**config.mk**
```make
export PLATFORM = sky130hd
export DESIGN_NAME = pci_config_bus_enumerator
export DESIGN_NICKNAME = d
export VERILOG_FILES = /design/src/pcbe_pkg.sv /design/src/pcbe_step.sv /design/src/pcbe_result_fifo.sv /design/src/pci_config_bus_enumerator.sv
export SDC_FILE = /design/constraint.sdc
export NUM_CORES = 1
export LEC_CHECK = 0
export BUFFER_PORTS_ARGS = -buffer_cell sky130_fd_sc_hd__buf_2
export CAP_MARGIN = 20
export CELL_PAD_IN_SITES_DETAIL_PLACEMENT = 1
export CELL_PAD_IN_SITES_GLOBAL_PLACEMENT = 2
export CORE_UTILIZATION = 41
export CTS_BUF_LIST = sky130_fd_sc_hd__clkbuf_8 sky130_fd_sc_hd__clkbuf_16
export DETAILED_ROUTE_END_ITERATION = 8
export PLACE_DENSITY = 0.78
export SLEW_MARGIN = 20
export SYNTH_ARGS = -nofsm -noshare
export SYNTH_HDL_FRONTEND = slang
export SYNTH_SLANG_ARGS = --single-unit
export TNS_END_PERCENT = 10
```
**constraint.sdc**
```tcl
create_clock -name clk_i -period 2.9 [get_ports clk_i]
set_input_delay 0.58 -clock clk_i [delete_from_list [all_inputs] [get_ports clk_i]]
set_output_delay 0.58 -clock clk_i [all_outputs]
set_load 0.05 [all_outputs]
```
**src/pcbe_pkg.sv**
```systemverilog
`default_nettype none

package pcbe_pkg;

  localparam int unsigned BUS_COUNT_DEF      = 256;
  localparam int unsigned DEVICE_COUNT_DEF   = 32;
  localparam int unsigned FUNCTION_COUNT_DEF = 8;

  localparam logic [7:0]  REG_ID     = 8'h00;
  localparam logic [7:0]  REG_CLASS  = 8'h08;
  localparam logic [7:0]  REG_HEADER = 8'h0C;
  localparam logic [15:0] VENDOR_NONE = 16'hFFFF;
  localparam int unsigned MF_BIT = 23;

  typedef enum logic [1:0] {
    KIND_READ   = 2'd0,
    KIND_RECORD = 2'd1,
    KIND_DONE   = 2'd2
  } kind_e;

  typedef enum logic [1:0] {
    PH_IDLE   = 2'd0,
    PH_ID     = 2'd1,
    PH_CLASS  = 2'd2,
    PH_HEADER = 2'd3
  } phase_e;

  typedef struct packed {
    kind_e       kind;
    logic [31:0] cfg_address;
    logic [7:0]  bus_number;
    logic [4:0]  device_number;
    logic [2:0]  function_number;
    logic [15:0] vendor_id;
    logic [15:0] device_id;
    logic [7:0]  class_code;
    logic [7:0]  subclass_code;
    logic        multi_function;
    logic        last;
  } res_t;

  function automatic res_t mk_read(logic [7:0] bus, logic [4:0] dev, logic [2:0] fn,
                                   logic [7:0] reg_off);
    res_t r;
    r = '0;
    r.kind = KIND_READ;
    r.cfg_address = {1'b1, 7'b0, bus, dev, fn, reg_off};
    r.last = 1'b1;
    return r;
  endfunction

  function automatic res_t mk_done();
    res_t r;
    r = '0;
    r.kind = KIND_DONE;
    r.last = 1'b1;
    return r;
  endfunction

endpackage

`default_nettype wire

```
**src/pcbe_step.sv**
```systemverilog
`default_nettype none

module pcbe_step #(
  parameter int unsigned BUS_COUNT      = pcbe_pkg::BUS_COUNT_DEF,
  parameter int unsigned DEVICE_COUNT   = pcbe_pkg::DEVICE_COUNT_DEF,
  parameter int unsigned FUNCTION_COUNT = pcbe_pkg::FUNCTION_COUNT_DEF
) (
  input  wire logic           clk_i,
  input  wire logic           rst_ni,
  input  wire logic           fire_i,
  input  wire logic           req_type_i,
  input  wire logic [31:0]    read_data_i,
  output pcbe_pkg::res_t      res0_o,
  output pcbe_pkg::res_t      res1_o,
  output logic [1:0]          push_n_o
);

  localparam logic [8:0] BusLim = 9'(BUS_COUNT);
  localparam logic [5:0] DevLim = 6'(DEVICE_COUNT);
  localparam logic [3:0] FnLim  = 4'(FUNCTION_COUNT);

  logic [7:0]       bus_q, bus_d;
  logic [4:0]       dev_q, dev_d;
  logic [2:0]       fn_q, fn_d;
  pcbe_pkg::phase_e phase_q, phase_d;
  logic [31:0]      held_id_q, held_id_d;
  logic [15:0]      held_class_q, held_class_d;

  logic       adv_skip;
  logic [3:0] f_inc;
  logic [5:0] d_inc;
  logic [8:0] b_inc;
  logic [8:0] nb_w;
  logic [4:0] nd;
  logic [2:0] nf;
  logic       adv_ok;
  logic [7:0] adv_bus;
  logic [4:0] adv_dev;
  logic [2:0] adv_fn;
  logic       vendor_none;
  pcbe_pkg::res_t adv_res;

  assign vendor_none = (read_data_i[15:0] == pcbe_pkg::VENDOR_NONE);
  assign adv_skip = (phase_q == pcbe_pkg::PH_HEADER) && (fn_q == 3'd0)
                    && !read_data_i[pcbe_pkg::MF_BIT];

  // step to the next position
  always_comb begin
    f_inc = {1'b0, fn_q} + 4'd1;
    d_inc = {1'b0, dev_q} + 6'd1;
    b_inc = {1'b0, bus_q} + 9'd1;
    if (adv_skip || (f_inc >= FnLim)) begin
      nf = 3'd0;
      if (d_inc >= DevLim) begin
        nd   = 5'd0;
        nb_w = b_inc;
      end else begin
        nd   = d_inc[4:0];
        nb_w = {1'b0, bus_q};
      end
    end else begin
      nf   = f_inc[2:0];
      nd   = dev_q;
      nb_w = {1'b0, bus_q};
    end
    adv_ok  = (nb_w < BusLim);
    adv_bus = adv_ok ? nb_w[7:0] : 8'd0;
    adv_dev = adv_ok ? nd : 5'd0;
    adv_fn  = adv_ok ? nf : 3'd0;
    adv_res = adv_ok ? pcbe_pkg::mk_read(adv_bus, adv_dev, adv_fn, pcbe_pkg::REG_ID)
                     : pcbe_pkg::mk_done();
  end

  // next state
  always_comb begin
    bus_d        = bus_q;
    dev_d        = dev_q;
    fn_d         = fn_q;
    phase_d      = phase_q;
    held_id_d    = held_id_q;
    held_class_d = held_class_q;
    if (fire_i) begin
      if (!req_type_i) begin
        bus_d   = 8'd0;
        dev_d   = 5'd0;
        fn_d    = 3'd0;
        phase_d = pcbe_pkg::PH_ID;
      end else begin
        unique case (phase_q)
          pcbe_pkg::PH_ID: begin
            if (vendor_none) begin
              bus_d   = adv_bus;
              dev_d   = adv_dev;
              fn_d    = adv_fn;
              phase_d = adv_ok ? pcbe_pkg::PH_ID : pcbe_pkg::PH_IDLE;
            end else begin
              held_id_d = read_data_i;
              phase_d   = pcbe_pkg::PH_CLASS;
            end
          end
          pcbe_pkg::PH_CLASS: begin
            held_class_d = read_data_i[31:16];
            phase_d      = pcbe_pkg::PH_HEADER;
          end
          pcbe_pkg::PH_HEADER: begin
            bus_d   = adv_bus;
            dev_d   = adv_dev;
            fn_d    = adv_fn;
            phase_d = adv_ok ? pcbe_pkg::PH_ID : pcbe_pkg::PH_IDLE;
          end
          default: begin
            phase_d = phase_q;
          end
        endcase
      end
    end
  end

  // results
  always_comb begin
    res0_o   = '0;
    res1_o   = '0;
    push_n_o = 2'd0;
    if (fire_i) begin
      if (!req_type_i) begin
        res0_o   = pcbe_pkg::mk_read(8'd0, 5'd0, 3'd0, pcbe_pkg::REG_ID);
        push_n_o = 2'd1;
      end else begin
        unique case (phase_q)
          pcbe_pkg::PH_ID: begin
            res0_o   = vendor_none ? adv_res
                       : pcbe_pkg::mk_read(bus_q, dev_q, fn_q, pcbe_pkg::REG_CLASS);
            push_n_o = 2'd1;
          end
          pcbe_pkg::PH_CLASS: begin
            res0_o   = pcbe_pkg::mk_read(bus_q, dev_q, fn_q, pcbe_pkg::REG_HEADER);
            push_n_o = 2'd1;
          end
          pcbe_pkg::PH_HEADER: begin
            res0_o.kind            = pcbe_pkg::KIND_RECORD;
            res0_o.bus_number      = bus_q;
            res0_o.device_number   = dev_q;
            res0_o.function_number = fn_q;
            res0_o.vendor_id       = held_id_q[15:0];
            res0_o.device_id       = held_id_q[31:16];
            res0_o.class_code      = held_class_q[15:8];
            res0_o.subclass_code   = held_class_q[7:0];
            res0_o.multi_function  = read_data_i[pcbe_pkg::MF_BIT];
            res0_o.last            = 1'b0;
            res1_o                 = adv_res;
            push_n_o               = 2'd2;
          end
          default: begin
            push_n_o = 2'd0;
          end
        endcase
      end
    end
  end

  always_ff @(posedge clk_i or negedge rst_ni) begin
    if (!rst_ni) begin
      bus_q        <= 8'd0;
      dev_q        <= 5'd0;
      fn_q         <= 3'd0;
      phase_q      <= pcbe_pkg::PH_IDLE;
      held_id_q    <= 32'd0;
      held_class_q <= 16'd0;
    end else begin
      bus_q        <= bus_d;
      dev_q        <= dev_d;
      fn_q         <= fn_d;
      phase_q      <= phase_d;
      held_id_q    <= held_id_d;
      held_class_q <= held_class_d;
    end
  end

`ifndef ASSERT_OFF
  a_hdr_next: assert property (@(posedge clk_i) disable iff (!rst_ni)
    (fire_i && req_type_i && phase_q == pcbe_pkg::PH_HEADER)
    |=> (phase_q == pcbe_pkg::PH_ID || phase_q == pcbe_pkg::PH_IDLE))
    else $error("header reply did not end the function");
  a_start_pos: assert property (@(posedge clk_i) disable iff (!rst_ni)
    (fire_i && !req_type_i)
    |=> (phase_q == pcbe_pkg::PH_ID && bus_q == 8'd0 && dev_q == 5'd0 && fn_q == 3'd0))
    else $error("start did not reset the position");
  a_pair_record: assert property (@(posedge clk_i) disable iff (!rst_ni)
    (push_n_o == 2'd2) |-> (res0_o.kind == pcbe_pkg::KIND_RECORD && res1_o.last))
    else $error("two results without a device record");
`endif

endmodule

`default_nettype wire

```
**src/pcbe_result_fifo.sv**
```systemverilog
`default_nettype none

module pcbe_result_fifo (
  input  wire logic           clk_i,
  input  wire logic           rst_ni,
  input  wire logic [1:0]     push_n_i,
  input  wire pcbe_pkg::res_t res0_i,
  input  wire pcbe_pkg::res_t res1_i,
  input  wire logic           pop_i,
  output pcbe_pkg::res_t      head_o,
  output logic                not_empty_o,
  output logic                room2_o
);

  localparam int unsigned Depth = 4;

  pcbe_pkg::res_t entry_q [Depth];
  logic [1:0] wr_ptr_q, wr_ptr_d;
  logic [1:0] rd_ptr_q, rd_ptr_d;
  logic [2:0] count_q, count_d;
  logic       do_pop;

  assign not_empty_o = (count_q != 3'd0);
  assign room2_o     = (count_q <= 3'(Depth - 2));
  assign head_o      = entry_q[rd_ptr_q];
  assign do_pop      = pop_i && not_empty_o;

  always_comb begin
    wr_ptr_d = wr_ptr_q + push_n_i;
    rd_ptr_d = rd_ptr_q + {1'b0, do_pop};
    count_d  = count_q + {1'b0, push_n_i} - {2'b0, do_pop};
  end

  always_ff @(posedge clk_i) begin
    if (push_n_i != 2'd0) begin
      entry_q[wr_ptr_q] <= res0_i;
    end
    if (push_n_i == 2'd2) begin
      entry_q[wr_ptr_q + 2'd1] <= res1_i;
    end
  end

  always_ff @(posedge clk_i or negedge rst_ni) begin
    if (!rst_ni) begin
      wr_ptr_q <= 2'd0;
      rd_ptr_q <= 2'd0;
      count_q  <= 3'd0;
    end else begin
      wr_ptr_q <= wr_ptr_d;
      rd_ptr_q <= rd_ptr_d;
      count_q  <= count_d;
    end
  end

`ifndef ASSERT_OFF
  a_no_overflow: assert property (@(posedge clk_i) disable iff (!rst_ni)
    (push_n_i != 2'd0) |-> room2_o)
    else $error("result queue written without room");
  a_ptr_gap: assert property (@(posedge clk_i) disable iff (!rst_ni)
    (count_q <= 3'(Depth))
    && (wr_ptr_q - rd_ptr_q == count_q[1:0]))
    else $error("queue pointers and count disagree");
`endif

endmodule

`default_nettype wire

```
**src/pci_config_bus_enumerator.sv**
```systemverilog
// channel | handshake                 | payload
// --------+---------------------------+-------------------------------------------
// in      | in_valid_i / in_ready_o   | req_type_i, read_data_i
// out     | out_valid_o / out_ready_i | result_kind_o, cfg_address_o, bus_number_o,
//         |                           | device_number_o, function_number_o, vendor_id_o,
//         |                           | device_id_o, class_code_o, subclass_code_o,
//         |                           | multi_function_o, last_o
//
// one input item per cycle while in_ready_o is high; each item is decoded in the cycle it is accepted
// results are registered into a four-entry queue, whose head drives the out channel
// a header reply yields two results, both written to the queue in the same cycle
// in_ready_o is high while the queue has room for two results
// rst_ni clears position, read phase and queue; no clearing pass
`default_nettype none

module pci_config_bus_enumerator #(
  parameter int unsigned BUS_COUNT      = pcbe_pkg::BUS_COUNT_DEF,
  parameter int unsigned DEVICE_COUNT   = pcbe_pkg::DEVICE_COUNT_DEF,
  parameter int unsigned FUNCTION_COUNT = pcbe_pkg::FUNCTION_COUNT_DEF
) (
  input  wire logic        clk_i,
  input  wire logic        rst_ni,
  input  wire logic        in_valid_i,
  output logic             in_ready_o,
  input  wire logic        req_type_i,
  input  wire logic [31:0] read_data_i,
  output logic             out_valid_o,
  input  wire logic        out_ready_i,
  output logic [1:0]       result_kind_o,
  output logic [31:0]      cfg_address_o,
  output logic [7:0]       bus_number_o,
  output logic [4:0]       device_number_o,
  output logic [2:0]       function_number_o,
  output logic [15:0]      vendor_id_o,
  output logic [15:0]      device_id_o,
  output logic [7:0]       class_code_o,
  output logic [7:0]       subclass_code_o,
  output logic             multi_function_o,
  output logic             last_o
);

  logic           fire;
  logic           room2;
  logic [1:0]     push_n;
  pcbe_pkg::res_t res0;
  pcbe_pkg::res_t res1;
  pcbe_pkg::res_t head;

  assign in_ready_o = room2;
  assign fire       = in_valid_i && room2;

  pcbe_step #(
    .BUS_COUNT      (BUS_COUNT),
    .DEVICE_COUNT   (DEVICE_COUNT),
    .FUNCTION_COUNT (FUNCTION_COUNT)
  ) u_step (
    .clk_i       (clk_i),
    .rst_ni      (rst_ni),
    .fire_i      (fire),
    .req_type_i  (req_type_i),
    .read_data_i (read_data_i),
    .res0_o      (res0),
    .res1_o      (res1),
    .push_n_o    (push_n)
  );

  pcbe_result_fifo u_fifo (
    .clk_i       (clk_i),
    .rst_ni      (rst_ni),
    .push_n_i    (push_n),
    .res0_i      (res0),
    .res1_i      (res1),
    .pop_i       (out_ready_i),
    .head_o      (head),
    .not_empty_o (out_valid_o),
    .room2_o     (room2)
  );

  assign result_kind_o     = head.kind;
  assign cfg_address_o     = head.cfg_address;
  assign bus_number_o      = head.bus_number;
  assign device_number_o   = head.device_number;
  assign function_number_o = head.function_number;
  assign vendor_id_o       = head.vendor_id;
  assign device_id_o       = head.device_id;
  assign class_code_o      = head.class_code;
  assign subclass_code_o   = head.subclass_code;
  assign multi_function_o  = head.multi_function;
  assign last_o            = head.last;

endmodule

`default_nettype wire

```
# --- Word level (Yosys, flattened, before mapping) ---
# Memory sizes are Yosys's and may differ from the RTL's.
# Cells that the tools add are included.
totals:
  ff_bits: 73
  latchBits: 0
  ramBits: 400
  mem_bits_ro: 0
  output_inout_bits: 102
  memories: 1
op_classes:
  n_addsub: 8
  n_mul: 0
  div_mod_pow: 0
  order_cmp: 4
  eq_ne: 8
  shift: 0
  mux: 38
  bitwise: 1
  n_reduce_logical: 14
memory_table:
  columns: ["memory", "depth", "width", "read_ports", "rd_ports_with_merged_regs", "write_ports", "line", "source"]
  rows:
  - ["u_fifo.entry_q", 4, 100, 1, 0, 2, "pcbe_result_fifo.sv:17", "pcbe_pkg::res_t entry_q [Depth];"]
op_table:
  columns: ["cell", "n"]
  rows:
  - ["100-bit 2-to-1 mux", 7]
  - ["66-bit one-hot mux with 3 select lines", 1]
  - ["32-bit one-hot mux with 2 select lines", 1]
  - ["5-bit 2-to-1 mux", 5]
  - ["8-bit 2-to-1 mux", 3]
  - ["9-bit 2-to-1 mux", 2]
  - ["16-bit equality test (second input constant)", 1]
  - ["8-bit one-hot mux with 2 select lines", 1]
  - ["3-bit 2-to-1 mux", 4]
  - ["5-bit one-hot mux with 2 select lines", 1]
  - ["8-bit by 1-bit adder with 9-bit output (second input constant)", 1]
  - ["9-bit < comparator (second input constant)", 1]
  - ["2-bit 2-to-1 mux", 4]
  - ["2-bit one-hot mux with 2 select lines", 2]
  - ["5-bit by 1-bit adder with 6-bit output (second input constant)", 1]
  - ["2-bit equality test (second input constant)", 3]
  - ["6-bit >= comparator (second input constant)", 1]
  - ["2-bit one-hot mux with 3 select lines", 1]
  - ["3-bit one-hot mux with 2 select lines", 1]
  - ["3-bit AND reduction", 2]
  - ["1-bit 2-to-1 mux", 5]
  - ["3-bit by 1-bit adder with 4-bit output (second input constant)", 1]
  - ["4-bit >= comparator (second input constant)", 1]
  - ["1-bit logical AND", 4]
  - ["19 further kinds", 19]

# --- Logic depth before layout (Yosys ltp) ---
depth:
  depth_word: 12
  depth_mapped: 11

# --- By module ---
# A second synthesis with hierarchy kept.
hier_totals:
  hier_cells: 1511
  hier_area_um2: 24409.7
by_module_without_submodules:
  columns: ["mod", "instances", "cells_each", "area_each_um2"]
  rows:
  - ["pcbe_result_fifo", 1, 1006, 19697.6]
  - ["pcbe_step", 1, 504, 4705.8]
  - ["pci_config_bus_enumerator", 1, 1, 6.3]

# --- Worst setup path after synthesis ---
# Ideal clock, no wire load.
synth_path:
  path_type: "reg-to-reg"
  startpoint: "register u_step.phase_q[1]"
  endpoint: "memory u_fifo.entry_q[2][0] in the netlist's numbering, enable pin"
  setup_time_ns: 0.374
  arrival_ns: 2.258
  t_required_ns: 2.526
  setup_slack_ns: 0.268
  stages_incl_launch_ff: 10
  synth_period_minus_slack_ns: 2.632
  path_cell_list: "dfrtp_1 inv_1 ha_1 buf_2 nand3b_4 nor4_2 nor2_2 buf_2 buf_2 inv_1"
synth_rtl:
  columns: ["element", "line", "source"]
  rows:
  - ["start: declaration", "pcbe_step.sv:25", "pcbe_pkg::phase_e phase_q, phase_d;"]
  - ["start signal: assignment", "pcbe_step.sv:166", "phase_q <= pcbe_pkg::PH_IDLE;"]
  - ["start signal: assignment", "pcbe_step.sv:173", "phase_q <= phase_d;"]
  - ["end: declaration", "pcbe_result_fifo.sv:17", null]

# --- Worst setup path in the final report ---
layout_path:
  startpoint: "register u_fifo.rd_ptr_q[0]"
  endpoint: "output port class_code_o[5]"
layout_between:
  elab_chain_len: 1
layout_lines:
  columns: ["element", "line", "source"]
  rows:
  - ["start: declaration", "pcbe_result_fifo.sv:19", "logic [1:0] rd_ptr_q, rd_ptr_d;"]
  - ["start signal: assignment", "pcbe_result_fifo.sv:50", "rd_ptr_q <= rd_ptr_d;"]
  - ["memory read 4 x 100 bit", null, null]
  - ["end: declaration", "pci_config_bus_enumerator.sv:36", "output logic [7:0] class_code_o,"]
# Every way passes these cells.

==> metrics.yaml <==
run_status:
  status: "completed"
clocking:
  cts.clk_slew.worst_paths_ps: 60
  cts_hold_buf: 0
  htreeDepth: 2
  insertion_delay_ps: 570
  cts_tree: "yes"
  cts_root_buffer: "clkbuf_16"
  cts_made_buffers: 46
  clock_path_buffers: 3
  cts_num_sinks: 421
layout:
  finish.utilization_pct: 49.0
  area_growth_pct: 17.0
  layout-drive-gt1-share_pct: 28.0
  nNetsFinal: 1639
  instances_no_fill: 2209
  num-fill-cells: 4514
logic_synthesis:
  ys_types: 81
  netlist_instances: 1467
  yosysWarnings: 0
  synth-edff-count: 76
  yosys_register_bits: 421
  yosysTopAreaCellShare_pct: 30.0
  yosysMostFrequentCell: "dfxtp_1"
  synth-seq-area-share_pct: 52.6
  avgSynthCellArea_um2: 12.4
  yosys.area.top_type: "dfxtp_1"
  synth_top_cells_by_count: "dfxtp_1, a32o_1, nand2_1"
  async_flop_share_pct: 17.3
  ys_top_cells_by_area: "dfxtp_1, edfxtp_1, mux4_2, dfrtp_1, a32o_1"
  synth_flop_cell: "dfxtp_1"
  netlist_area_um2: 18100
setup_path:
  crit_path_end_kind: "output pin"
  reg2reg_slack_ps: 180
  startpoint_type: "flop"
  crit_path_cell_trace: "buf_12 -> buf_12 -> mux4_2 -> buf_2"
  r2r-start: "u_step.phase_q[1]$_DFFE_PN0P_"
  cp_max_fo: 19
  crit_family: "buffers and inverters"
  timing.rr.end: "u_fifo.entry_q[3][77]$_DFFE_PP_"
  worstSetupPathType: "reg2out"
  cpMostUsedCell: "buf_12"
  worst-path-buf-inv: 3
  arrival_ps: 2190
  reg2reg_depth: 7
  worst_path_max_delay_cell: "mux4_2"
  slowest_delay_ps: 570
  required_ps: 2320
sta:
  rsz0062_at_grt: "no"
  finalHoldViolCount: 0
  finalCriticalPeriod_ps: 2770
  timing.slew.headroom_pct: 36.4
  tns_ps: 0
  maxSlewViolCount: 0
  fin_skew_ps: 18.0
  whs_ps: 29.1
  fmax_ghz: 0.361
  post-route-period-util_pct: 95.5
  setup_viol: 0
  tightest_slew_ps: 945
place:
  io_buffer_count: 125
  place.gp.congestion: 0.877
  place_inst: 2119
  dp_hpwl_mm: 35.6
routing:
  drt_first_pass_iters: 5
  drc: 0
  routed_via_density: 6.13
  drt_iter0_markers: 1085
  wl_mm: 57.1
  postRouteAntennaNets: 0
  via_count: 13500
  wl_per_cell_um: 25.8
global_routing:
  antenna_found_initial: 5
  grt.total_usage_pct: 25.7
  grt_overflow: 0
  grt_pass1_vias: 14100
  grt_max_degree: 124
  grt_first_pass_wirelength_mm: 87.8
die:
  io_pins: 139
  die_area_um2: 45100
  start_util_pct: 41.9
  die_x_um: 212
  die_y_um: 212
  core_um2: 43400
  rows: 76
pwr:
  peakVddDrop_uv: 481
  leakagePower_nw: 8.20
  powerDensity_nw_per_um2: 928
flow_run:
  drv_cap: 0
min_path:
  hp-class: "in2async"
cell usage in the layout, fill, tap and decap left out, drive strengths merged, types with 10 or more instances in the layout:
| master | n |
|---|---|
| mux4 | 87 |
| nor2 | 28 |
| nand3 | 79 |
| o22ai | 18 |
| clkbuf | 59 |
| dfrtp | 73 |
| buf | 220 |
| inv | 40 |
| mux2 | 48 |
| o21ai | 30 |
| edfxtp | 76 |
| conb | 13 |
| dfxtp | 272 |
| nand2 | 112 |
| a21o | 10 |
| nand4 | 12 |
| ha | 13 |
| a22o | 94 |
| a32o | 131 |
| o2bb2ai | 16 |
| a21oi | 80 |
cells by family after synthesis:
group           synth area share [%]
compound gates                  18.7
flops                           52.6
buf+inv                         5.14
mux                             13.9
fa+ha+maj                       1.01
xor+xnor                       0.483
other cells                   0.0207
simple gates                    8.09
metrics by stage:
step | cell area [um^2] | total power [W] | setup slack [ps]
after floorplan | 18200 | 0.0118 | 268
after global placement | 19700 | 0.0138 | 167
after detailed placement | 19700 | 0.0139 | 163
after CTS | 21200 | 0.0198 | 97.3
after global routing | 21200 | 0.0205 | 24.8
final | 21200 | 0.0197 | 130
area by class of cell:
| cell class | count | area (um^2) | share of cell area, % |
|---|---|---|---|
| antenna | 2 | 5.00 | 0.0236 |
| clock buffer | 59 | 1350 | 6.37 |
| clock inverter | 23 | 131 | 0.619 |
| inverter | 22 | 82.6 | 0.389 |
| multi-input combinational | 877 | 7770 | 36.6 |
| sequential | 421 | 9560 | 45.0 |
| tap | 585 | 732 | 3.45 |
| timing repair buffer | 220 | 1590 | 7.51 |
flip-flops by register name, indices dropped and copies added (netlist names):
name	flops
u_step.fn_q	3
u_fifo.count_q	3
u_step.dev_q	5
u_fifo.entry_q	348
u_fifo.wr_ptr_q	2
u_fifo.rd_ptr_q	2
u_step.held_id_q	32
u_step.phase_q	2
u_step.held_class_q	16
u_step.bus_q	8
worst max-delay path by stage:
stage | start | to | cells after the start
after floorplan | u_step.phase_q[1]$_DFFE_PN0P_ | u_fifo.entry_q[2][0]$_DFFE_PP_ | 9
after global placement | req_type_i | u_fifo.count_q[2]$_DFF_PN0_ | 10
after detailed placement | req_type_i | u_fifo.count_q[2]$_DFF_PN0_ | 10
after CTS | u_fifo.rd_ptr_q[0]$_DFF_PN0_ | device_id_o[3] | 4
after global routing | u_step.phase_q[1]$_DFFE_PN0P_ | u_fifo.entry_q[3][52]$_SDFFE_PP0P_ | 8
final | u_fifo.rd_ptr_q[0]$_DFF_PN0_ | class_code_o[5] | 4
what timing repair did:
| action | CTS | global route |
|---|---|---|
| endpoints found under the hold margin | 0 | 0 |
| setup endpoints to repair | 76 | 15 |
| resized for setup | 0 | 1 |
| buffers inserted | 6 | 0 |
power by group:
group | total (W) | internal (W) | switching (W) | leakage, nW
sequential | 0.00773 | 0.00682 | 0.000911 | 3.83
combinational | 0.00625 | 0.00228 | 0.00397 | 3.57
clock | 0.00572 | 0.00335 | 0.00237 | 0.798
total | 0.0197 | 0.0124 | 0.00726 | 8.20
layer usage:
metal  part of all wire [%]  GRT usage, %  vias to the layer above
met5                  0.070             0                        -
met4                    2.7          8.98                        6
met3                    5.1          4.02                       98
met2                     47          40.8                      390
met1                     45          35.6                     7082
li1                       -             -                     5955
Note: power is estimated with default switching activity, not from simulation.
